## src/sv/skf_pkg.sv

```systemverilog
// shared types and constants for the sorted keyframe table
package skf_pkg;

  localparam int unsigned MAX_KEYS_DEF = 64;
  localparam int unsigned FRAME_W      = 32;
  localparam int unsigned HANDLE_W     = 16;
  localparam int unsigned DUR_W        = 34;
  localparam int unsigned OP_W         = 2;

  typedef enum logic [OP_W-1:0] {
    OP_INSERT    = 2'd0,
    OP_LOOKUP    = 2'd1,
    OP_SET_FIRST = 2'd2,
    OP_SET_LAST  = 2'd3
  } op_e;

  typedef enum logic [1:0] {
    ST_IDLE,
    ST_INS_SCAN,
    ST_INS_PUT,
    ST_LK_SCAN
  } state_e;

  typedef struct packed {
    logic signed [FRAME_W-1:0] frame;
    logic [HANDLE_W-1:0]       handle;
  } entry_t;

endpackage

```

## src/sv/sorted_keyframe_table_top.sv

```systemverilog
// sorted keyframe table: ordered key storage with insert, bracket lookup and range
// timing: set commands, refused inserts and empty lookups give their result in the cycle
// after accept; a lookup scans the keys from index 0 up to the first key later than the
// query, or through all keys when none is later; an insert shifts the later keys up one
// at a time from the top; both scans are paced by the single read/write port pair of memory.
// one command at a time; the next may start in the cycle done_o is high.
// reset clears key count and range to zero; key memory is not cleared.
module sorted_keyframe_table_top #(
  parameter int unsigned MAX_KEYS = skf_pkg::MAX_KEYS_DEF
) (
  input  logic                                 clk_i,
  input  logic                                 rst_ni,
  input  logic                                 start_i,
  output logic                                 busy_o,
  input  logic [skf_pkg::OP_W-1:0]             op_i,
  input  logic signed [skf_pkg::FRAME_W-1:0]   frame_i,
  input  logic [skf_pkg::HANDLE_W-1:0]         key_handle_i,
  output logic                                 done_o,
  output logic                                 table_empty_o,
  output logic                                 table_full_o,
  output logic [skf_pkg::HANDLE_W-1:0]         before_handle_o,
  output logic signed [skf_pkg::FRAME_W-1:0]   before_frame_o,
  output logic [skf_pkg::HANDLE_W-1:0]         after_handle_o,
  output logic signed [skf_pkg::FRAME_W-1:0]   after_frame_o,
  output logic signed [skf_pkg::FRAME_W-1:0]   range_first_o,
  output logic signed [skf_pkg::FRAME_W-1:0]   range_last_o,
  output logic signed [skf_pkg::DUR_W-1:0]     duration_o
);
  import skf_pkg::*;

  localparam int unsigned AW = (MAX_KEYS > 1) ? $clog2(MAX_KEYS) : 1;
  localparam int unsigned CW = $clog2(MAX_KEYS + 1);

  state_e state_q, state_d;

  entry_t mem [MAX_KEYS];
  entry_t rdata_q;
  logic   mem_we;
  logic [AW-1:0] mem_waddr, mem_raddr;
  entry_t mem_wdata;

  logic [CW-1:0] count_q, count_d;
  logic [CW-1:0] idx_q, idx_d;
  logic signed [FRAME_W-1:0] frame_q, frame_d;
  logic [HANDLE_W-1:0] handle_q, handle_d;
  entry_t prev_q, prev_d;
  entry_t before_q, before_d, after_q, after_d;
  logic signed [FRAME_W-1:0] first_q, first_d, last_q, last_d;
  logic full_q, full_d;
  logic done_q, done_d;

  logic accept;
  logic later;
  logic is_full;
  logic [CW-1:0] idx_m1, idx_m2, idx_p1, count_m1;
  entry_t new_entry;

  assign accept    = start_i && (state_q == ST_IDLE);
  assign later     = rdata_q.frame > frame_q;
  assign is_full   = count_q >= CW'(MAX_KEYS);
  assign idx_m1    = idx_q - 1'b1;
  assign idx_m2    = idx_q - CW'(2);
  assign idx_p1    = idx_q + 1'b1;
  assign count_m1  = count_q - 1'b1;
  assign new_entry = '{frame: frame_q, handle: handle_q};

  // next state
  always_comb begin
    state_d = state_q;
    case (state_q)
      ST_IDLE: begin
        if (accept) begin
          case (op_e'(op_i))
            OP_INSERT: begin
              if (!is_full) begin
                state_d = (count_q == '0) ? ST_INS_PUT : ST_INS_SCAN;
              end
            end
            OP_LOOKUP: begin
              if (count_q != '0) begin
                state_d = ST_LK_SCAN;
              end
            end
            default: state_d = ST_IDLE;
          endcase
        end
      end
      ST_INS_SCAN: begin
        if (!later) begin
          state_d = ST_IDLE;
        end else if (idx_q == CW'(1)) begin
          state_d = ST_INS_PUT;
        end
      end
      ST_INS_PUT: state_d = ST_IDLE;
      ST_LK_SCAN: begin
        if (later || idx_q == count_m1) begin
          state_d = ST_IDLE;
        end
      end
      default: state_d = ST_IDLE;
    endcase
  end

  // datapath and memory control
  always_comb begin
    mem_we    = 1'b0;
    mem_waddr = idx_q[AW-1:0];
    mem_wdata = new_entry;
    mem_raddr = idx_m2[AW-1:0];
    count_d   = count_q;
    idx_d     = idx_q;
    frame_d   = frame_q;
    handle_d  = handle_q;
    prev_d    = prev_q;
    before_d  = before_q;
    after_d   = after_q;
    first_d   = first_q;
    last_d    = last_q;
    full_d    = full_q;
    done_d    = 1'b0;
    case (state_q)
      ST_IDLE: begin
        if (accept) begin
          frame_d  = frame_i;
          handle_d = key_handle_i;
          before_d = '0;
          after_d  = '0;
          full_d   = 1'b0;
          case (op_e'(op_i))
            OP_INSERT: begin
              if (is_full) begin
                full_d = 1'b1;
                done_d = 1'b1;
              end else begin
                idx_d     = count_q;
                mem_raddr = count_m1[AW-1:0];
              end
            end
            OP_LOOKUP: begin
              idx_d     = '0;
              mem_raddr = '0;
              if (count_q == '0) begin
                done_d = 1'b1;
              end
            end
            OP_SET_FIRST: begin
              first_d = frame_i;
              done_d  = 1'b1;
            end
            OP_SET_LAST: begin
              last_d = frame_i;
              done_d = 1'b1;
            end
            default: done_d = 1'b1;
          endcase
        end
      end
      ST_INS_SCAN: begin
        mem_we = 1'b1;
        if (later) begin
          mem_wdata = rdata_q;
          idx_d     = idx_m1;
        end else begin
          count_d = count_q + 1'b1;
          if (frame_q < first_q) first_d = frame_q;
          if (frame_q > last_q) last_d = frame_q;
          done_d = 1'b1;
        end
      end
      ST_INS_PUT: begin
        mem_we  = 1'b1;
        count_d = count_q + 1'b1;
        if (frame_q < first_q) first_d = frame_q;
        if (frame_q > last_q) last_d = frame_q;
        done_d = 1'b1;
      end
      ST_LK_SCAN: begin
        mem_raddr = idx_p1[AW-1:0];
        prev_d    = rdata_q;
        idx_d     = idx_p1;
        if (later) begin
          after_d  = rdata_q;
          before_d = (idx_q == '0) ? rdata_q : prev_q;
          done_d   = 1'b1;
        end else if (idx_q == count_m1) begin
          after_d  = rdata_q;
          before_d = rdata_q;
          done_d   = 1'b1;
        end
      end
      default: ;
    endcase
  end

  // key memory
  always_ff @(posedge clk_i) begin
    if (mem_we) begin
      mem[mem_waddr] <= mem_wdata;
    end
    rdata_q <= mem[mem_raddr];
  end

  always_ff @(posedge clk_i or negedge rst_ni) begin
    if (!rst_ni) begin
      state_q <= ST_IDLE;
      count_q <= '0;
      first_q <= '0;
      last_q  <= '0;
      full_q  <= 1'b0;
      done_q  <= 1'b0;
    end else begin
      state_q <= state_d;
      count_q <= count_d;
      first_q <= first_d;
      last_q  <= last_d;
      full_q  <= full_d;
      done_q  <= done_d;
    end
  end

  always_ff @(posedge clk_i) begin
    idx_q    <= idx_d;
    frame_q  <= frame_d;
    handle_q <= handle_d;
    prev_q   <= prev_d;
    before_q <= before_d;
    after_q  <= after_d;
  end

  assign busy_o          = (state_q != ST_IDLE);
  assign done_o          = done_q;
  assign table_empty_o   = (count_q == '0);
  assign table_full_o    = full_q;
  assign before_handle_o = before_q.handle;
  assign before_frame_o  = before_q.frame;
  assign after_handle_o  = after_q.handle;
  assign after_frame_o   = after_q.frame;
  assign range_first_o   = first_q;
  assign range_last_o    = last_q;
  assign duration_o      = {{(DUR_W-FRAME_W){last_q[FRAME_W-1]}}, last_q}
                         - {{(DUR_W-FRAME_W){first_q[FRAME_W-1]}}, first_q}
                         + DUR_W'(1);

  a_count_bound: assert property (@(posedge clk_i) disable iff (!rst_ni)
    count_q <= CW'(MAX_KEYS))
    else $error("key count above capacity");

  a_full_only_at_cap: assert property (@(posedge clk_i) disable iff (!rst_ni)
    (done_q && full_q) |-> (count_q == CW'(MAX_KEYS)))
    else $error("insert refused below capacity");

  a_scan_index: assert property (@(posedge clk_i) disable iff (!rst_ni)
    (state_q == ST_INS_SCAN) |-> (idx_q != '0 && idx_q <= count_q))
    else $error("insert shift index out of range");

  a_set_first: assert property (@(posedge clk_i) disable iff (!rst_ni)
    (accept && op_i == OP_SET_FIRST) |=> (done_o && range_first_o == $past(frame_i)))
    else $error("set first frame not applied");

endmodule

```

## config.mk

```make
export PLATFORM = sky130hd
export DESIGN_NAME = sorted_keyframe_table_top
export DESIGN_NICKNAME = d
export VERILOG_FILES = /design/src/sv/skf_pkg.sv /design/src/sv/sorted_keyframe_table_top.sv
export SDC_FILE = /design/constraint.sdc
export NUM_CORES = 2
export LEC_CHECK = 0
export BUFFER_PORTS_ARGS = -buffer_cell sky130_fd_sc_hd__buf_2
export CAP_MARGIN = 20
export CORE_UTILIZATION = 40
export CTS_CLUSTER_SIZE = 24
export DETAILED_ROUTE_END_ITERATION = 8
export GPL_ROUTABILITY_DRIVEN = 0
export PLACE_DENSITY_LB_ADDON = 0.3
export SLEW_MARGIN = 10
export SYNTH_ARGS = -nofsm -noshare
export SYNTH_HDL_FRONTEND = slang
export SYNTH_SLANG_ARGS = --single-unit
```

## constraint.sdc

```tcl
create_clock -name clk_i -period 8.7 [get_ports clk_i]
set_clock_uncertainty 0.2 [all_clocks]
set_input_delay 2.61 -clock clk_i [delete_from_list [all_inputs] [get_ports clk_i]]
set_output_delay 2.61 -clock clk_i [all_outputs]
set_load 0.1 [all_outputs]
```

* Word level (Yosys, flattened, before mapping)
Memory sizes are Yosys's and may differ from the RTL's. A register that Yosys moved wholly into a read port is not among the register bits. Index checks and enable logic that the tools add are counted.
Cells by class: reductions and logical operators 21, $lt $le $gt $ge 4, add/sub/neg operators 7, mux-type cells 51, equal/unequal tests 19
Operator list (number):
- two-way mux 48 bit | 7
- two-way mux 32 bit | 8
- case mux 32 bit (3 select lines) | 2
- case mux 48 bit (2 select lines) | 2
- greater-than comparator 32 bit | 2
- adder 33 x 2 -> 34 bit (second input constant) | 1
- subtractor 32 x 32 -> 33 bit | 1
- less-than comparator 32 bit | 1
- two-way mux 7 bit | 4
- case mux 7 bit (2 select lines) | 2
- case mux 6 bit (2 select lines) | 2
- case mux 7 bit (3 select lines) | 1
- adder 7 x 1 -> 7 bit (second input constant) | 2
- logical NOT 7 bit | 2
- two-way mux 2 bit | 7
- subtractor 7 x 1 -> 7 bit (second input constant) | 2
- two-way mux 6 bit | 2
- != test 3 bit (second input constant) | 4
- two-way mux 1 bit | 10
- AND reduction 5 bit | 2
- == test 2 bit (second input constant) | 4
- != test 2 bit (second input constant) | 4
- case mux 2 bit (4 select lines) | 1
- AND reduction 4 bit | 2
- 19 further kinds | 27
Storage, ports and cells: bits in registers 274, output and inout bits 198, word-level logic and storage cells 118, memories kept 1, bits of input ports 53, bits in writable memories 3072
Memory list:
- mem | words 64, width 48, read ports 1, clocked after memory_dff 1, write ports 1, RTL line sorted_keyframe_table_top.sv:36 | entry_t mem [MAX_KEYS];

* Longest topological paths before layout
depth after elaboration 6, depth in mapped cells 16, mapped depth without buffers 15

* Least setup slack after synthesis
No wires, ideal clock.
kind input to register, start point input port start_i, end point register after_q (netlist bit after_frame_o[0]), enable pin, arrival 7357 ps, cell stages on the path 2, setup time 583 ps, slack 560 ps, required time 7917 ps, cell sequence nand2_1 > a21oi_1
On the way: word-level cells in the longest chain between the ends 3
RTL lines:
- from (decl) | RTL line sorted_keyframe_table_top.sv:13 | input logic start_i,
- logical AND 1 bit | RTL line sorted_keyframe_table_top.sv:58 | assign accept = start_i && (state_q == ST_IDLE);
- != test 2 bit (no line)
- AND reduction 3 bit (no line)
- to (signal assigned) | RTL line sorted_keyframe_table_top.sv:228 | after_q <= after_d;
- to (decl) | RTL line sorted_keyframe_table_top.sv:47 | entry_t before_q, before_d, after_q, after_d;
No other way between the ends. A chain may end at the register's enable or synchronous reset.

* Worst setup path in the final report
start point register last_q[1] (netlist: range_last_o[1]), end point output port duration_o[33] (netlist bit)
On the way: word-level cells in the longest chain between the ends 2
RTL lines:
- from (decl) | RTL line sorted_keyframe_table_top.sv:48 | logic signed [FRAME_W-1:0] first_q, first_d, last_q, last_d;
- from (signal assigned) | RTL line sorted_keyframe_table_top.sv:216 | last_q <= last_d;
- subtractor 32 x 32 -> 33 bit | RTL line sorted_keyframe_table_top.sv:242 | - {{(DUR_W-FRAME_W){first_q[FRAME_W-1]}}, first_q}
- adder 33 x 2 -> 34 bit | RTL line sorted_keyframe_table_top.sv:243 | + DUR_W'(1);
- to (decl) | RTL line sorted_keyframe_table_top.sv:27 | output logic signed [skf_pkg::DUR_W-1:0] duration_o
No other way between the ends.

==> impl_metrics.env <==
export IMPL_maxSlewHeadroom_pct=19.0
export IMPL_nets=10700
export IMPL_dr_pass1_iters=6
export IMPL_reg2reg_setup_slack_ns=3.18
export IMPL_area_growth_pct=13.7
export IMPL_vias_per_cell=5.89
export IMPL_yosys_top_cells_count="3,271 x edfxtp_1, 2,564 x nand2_1, 1,249 x nand3_1"
export IMPL_grt_pass1_wl_um=596000
export IMPL_start_util_pct=40.3
export IMPL_dr_wl_met3_um=43200
export IMPL_grt_use_total_pct=23.3
export IMPL_clock_path_buffers=4
export IMPL_clk_pin_slew_ns=0.06
export IMPL_io_buffers=250
export IMPL_wirelength_um=416000
export IMPL_crit_arrival_ns=5.40
export IMPL_cp_top_family="compound AO/OA/AOI/OAI gates"
export IMPL_antenna_found_initial=26
export IMPL_path_cells="inv_1, ha_1, inv_1, ha_1, inv_1, fa_1, nor2b_1, o31a_1, o211ai_1, a21oi_1, o31ai_1, buf_4, a2111oi_0, o41ai_1, o211a_1, a31o_2, buf_2"
export IMPL_required_ns=5.89
export IMPL_setup_viol=0
export IMPL_netlist_instances=10300
export IMPL_rsz0062_at_grt="no"
export IMPL_postCtsSetupRepairBufs=0
export IMPL_end_kind="primary output"
export IMPL_drc=0
export IMPL_cp_slowest_cell="a2111oi_0"
export IMPL_synth_most_common_cell="edfxtp_1"
export IMPL_synth_cell_types=70
export IMPL_startpoint_type="register"
export IMPL_grt_start_max_net_pins=177
export IMPL_hold_path_class="reg -> reg"
export IMPL_hpwlAfterDp_um=227000
export IMPL_yosys_register_bits=3394
export IMPL_synth_largest_area_cell="edfxtp_1"
export IMPL_yosysSeqAreaShare_pct=73.5
export IMPL_htree_levels=5
export IMPL_critical_path_max_stage_delay_ns=0.75
export IMPL_fillers=29500
export IMPL_outcome="complete, no violations"
export IMPL_cts_sinks=3394
export IMPL_fin_setup_tns_ns=0
export IMPL_max_freq_mhz=122
export IMPL_ctsResizeCount=0
export IMPL_synth_area_um2=137000
export IMPL_cp_endpoint="duration_o[33]"
export IMPL_drt_antenna_violating_nets=0
export IMPL_top_layer_used="met5"
export IMPL_reg2reg_depth=12
export IMPL_row_count=214
export IMPL_ios=251
export IMPL_whs_ns=0.310
export IMPL_chipHeight_um=588
export IMPL_wl_per_cell_um=27.3
export IMPL_synth_edff_count=3271
export IMPL_crit_path_start="range_last_o[1]"
export IMPL_drtIter0Drc=11200
export IMPL_synth_ff_type="edfxtp_1"
export IMPL_synth_area_leaders="edfxtp_1 71%, nand2_1 7.0%, nand3_1 4.5%, a31oi_1 2.0%, a211oi_1 1.6%"
export IMPL_maxSlewViolCount=0
export IMPL_rr_startpoint="frame_q[12]"
export IMPL_async_reset_ff_share_pct=2.21
export IMPL_synth_fp_nets=10500
export IMPL_core_area_um2=341000
export IMPL_maxCapViolCount=0
export IMPL_critical_path_buf_inv_count=5
export IMPL_cts_tree="built"
export IMPL_critPathMostFrequentCell="inv_1"
export IMPL_yosysWarnings=0
export IMPL_clkLatencyLatePin_ns=0.92
export IMPL_pre_cts_slack_ns=1.40
export IMPL_grt_overflow=0
export IMPL_root_buffer="clkbuf_16"
export IMPL_grt_pass1_vias=84200
export IMPL_wl_met2_um=193000
export IMPL_finalWorstSetupSlack_ns=0.490
export IMPL_die_w_um=588
export IMPL_yosysTopAreaCellShare_pct=71.5
export IMPL_drive_gt1_share_pct=11.3
export IMPL_vias=89700
export IMPL_die_area_um2=346000
export IMPL_finalCritPeriodShare_pct=94.4
export IMPL_wl_met1_um=168000
export IMPL_syn_avg_cell_area_um2=13.4
export IMPL_hold_violations=0
export IMPL_cts_hold_buf=0
export IMPL_fin_crit_ns=8.21
export IMPL_cts_inserted_buffers=343
export IMPL_path_max_fanout=3
export IMPL_crit_cells=17
export IMPL_criticalPathCategory="reg -> out"
export IMPL_reg2reg_to="mem[23][22]"
export IMPL_tightest_slew_ns=1.22
-- stage by stage --
step           cells  instance area [um2]  utilization (%)
2_1_floorplan  10300               137000                -
3_3_place_gp   14600               145000             42.4
3_5_place_dp   14600               145000             42.5
4_1_cts        15200               156000             45.7
5_1_grt        15200               156000             45.8
6_report       15200               156000             45.8
-- metal layers --
layer | vias up | global-route usage (%)
li1 | 38700 | -
met1 | 45500 | 32.7
met2 | 4766 | 37.3
met3 | 729 | 4.28
met4 | 14 | 6.50
met5 | - | 0
-- cell usage in the layout (no fill, tap or decap), types with 47 or more instances in the layout --
master	Yosys	routed
edfxtp_1	3271	3271
nand2_1	2564	2561
nand3_1	1249	1249
a31oi_1	434	434
clkbuf_16	0	347
a211oi_1	300	300
and3_1	292	292
buf_2	143	251
a32oi_1	189	189
buf_4	19	177
ha_1	174	172
inv_1	129	128
mux2_2	131	114
nor2_1	161	92
buf_12	0	76
dfrtp_1	75	75
clkinv_1	1	70
nor2_4	0	69
clkbuf_1	464	67
a22oi_1	58	58
a21oi_1	59	57
clkinv_2	0	51
and2_1	51	50
mux2i_1	50	50
dfxtp_1	48	48
a2111o_1	47	47
-- cell families (layout without fill, tap and decap cells) --
kind of cell | Yosys count | in the layout | share of synthesized area, %
buf+inv | 824 | 1248 | 2.45
flops | 3394 | 3394 | 73.5
xor+xnor | 58 | 58 | 0.370
other cells | 0 | 12 | 0
compound gates | 1221 | 1221 | 6.44
simple gates | 4393 | 4393 | 13.9
fa+ha+maj | 175 | 175 | 1.60
mux | 205 | 205 | 1.70
-- worst register-to-register path, stage by stage (launching register included) --
cell	delay, ns
edfxtp_1	0.65
inv_1	0.09
ha_1	0.28
nand4_1	0.39
nor4_1	0.45
buf_2	0.25
a21boi_0	0.22
o31a_1	0.20
nor3_1	0.10
mux2_2	0.90
buf_4	0.52
mux2_2	0.33
buf_4	0.53
-- sequential cells by signal, summed over array words and instances (netlist names) --
register         count
after_frame_o       32
range_last_o        32
range_first_o       32
handle_q            16
before_handle_o     16
table_full_o         1
done_o               1
count_q              7
idx_q                7
rdata_q             48
frame_q             32
before_frame_o      32
after_handle_o      16
prev_q              48
mem               3072
state_q              2
-- layout make-up --
cell class / count / area (um2) / share of cell area [%]
diodes: 12 / 30.0 / 0.0192
clock buffers: 422 / 9040 / 5.79
clock inverters: 184 / 1890 / 1.21
inverters: 130 / 488 / 0.312
multi-input cells: 6052 / 33700 / 21.6
flip-flops and latches: 3394 / 101000 / 64.7
well taps: 4536 / 5680 / 3.63
repair buffers: 512 / 4300 / 2.75
-- worst min path at each step --
stage,cells past startpoint,startpoint,endpoint
after floorplan,0,rdata_q[16],prev_q[16]
after global placement,1,range_first_o[6],range_first_o[6]
after detailed placement,1,range_first_o[6],range_first_o[6]
after CTS,1,range_first_o[6],range_first_o[6]
after global routing,1,table_full_o,table_full_o
final,1,range_first_o[6],range_first_o[6]
Power is not shown: default switching activity piles up to over one toggle a cycle in this logic, so the estimate is an artifact.
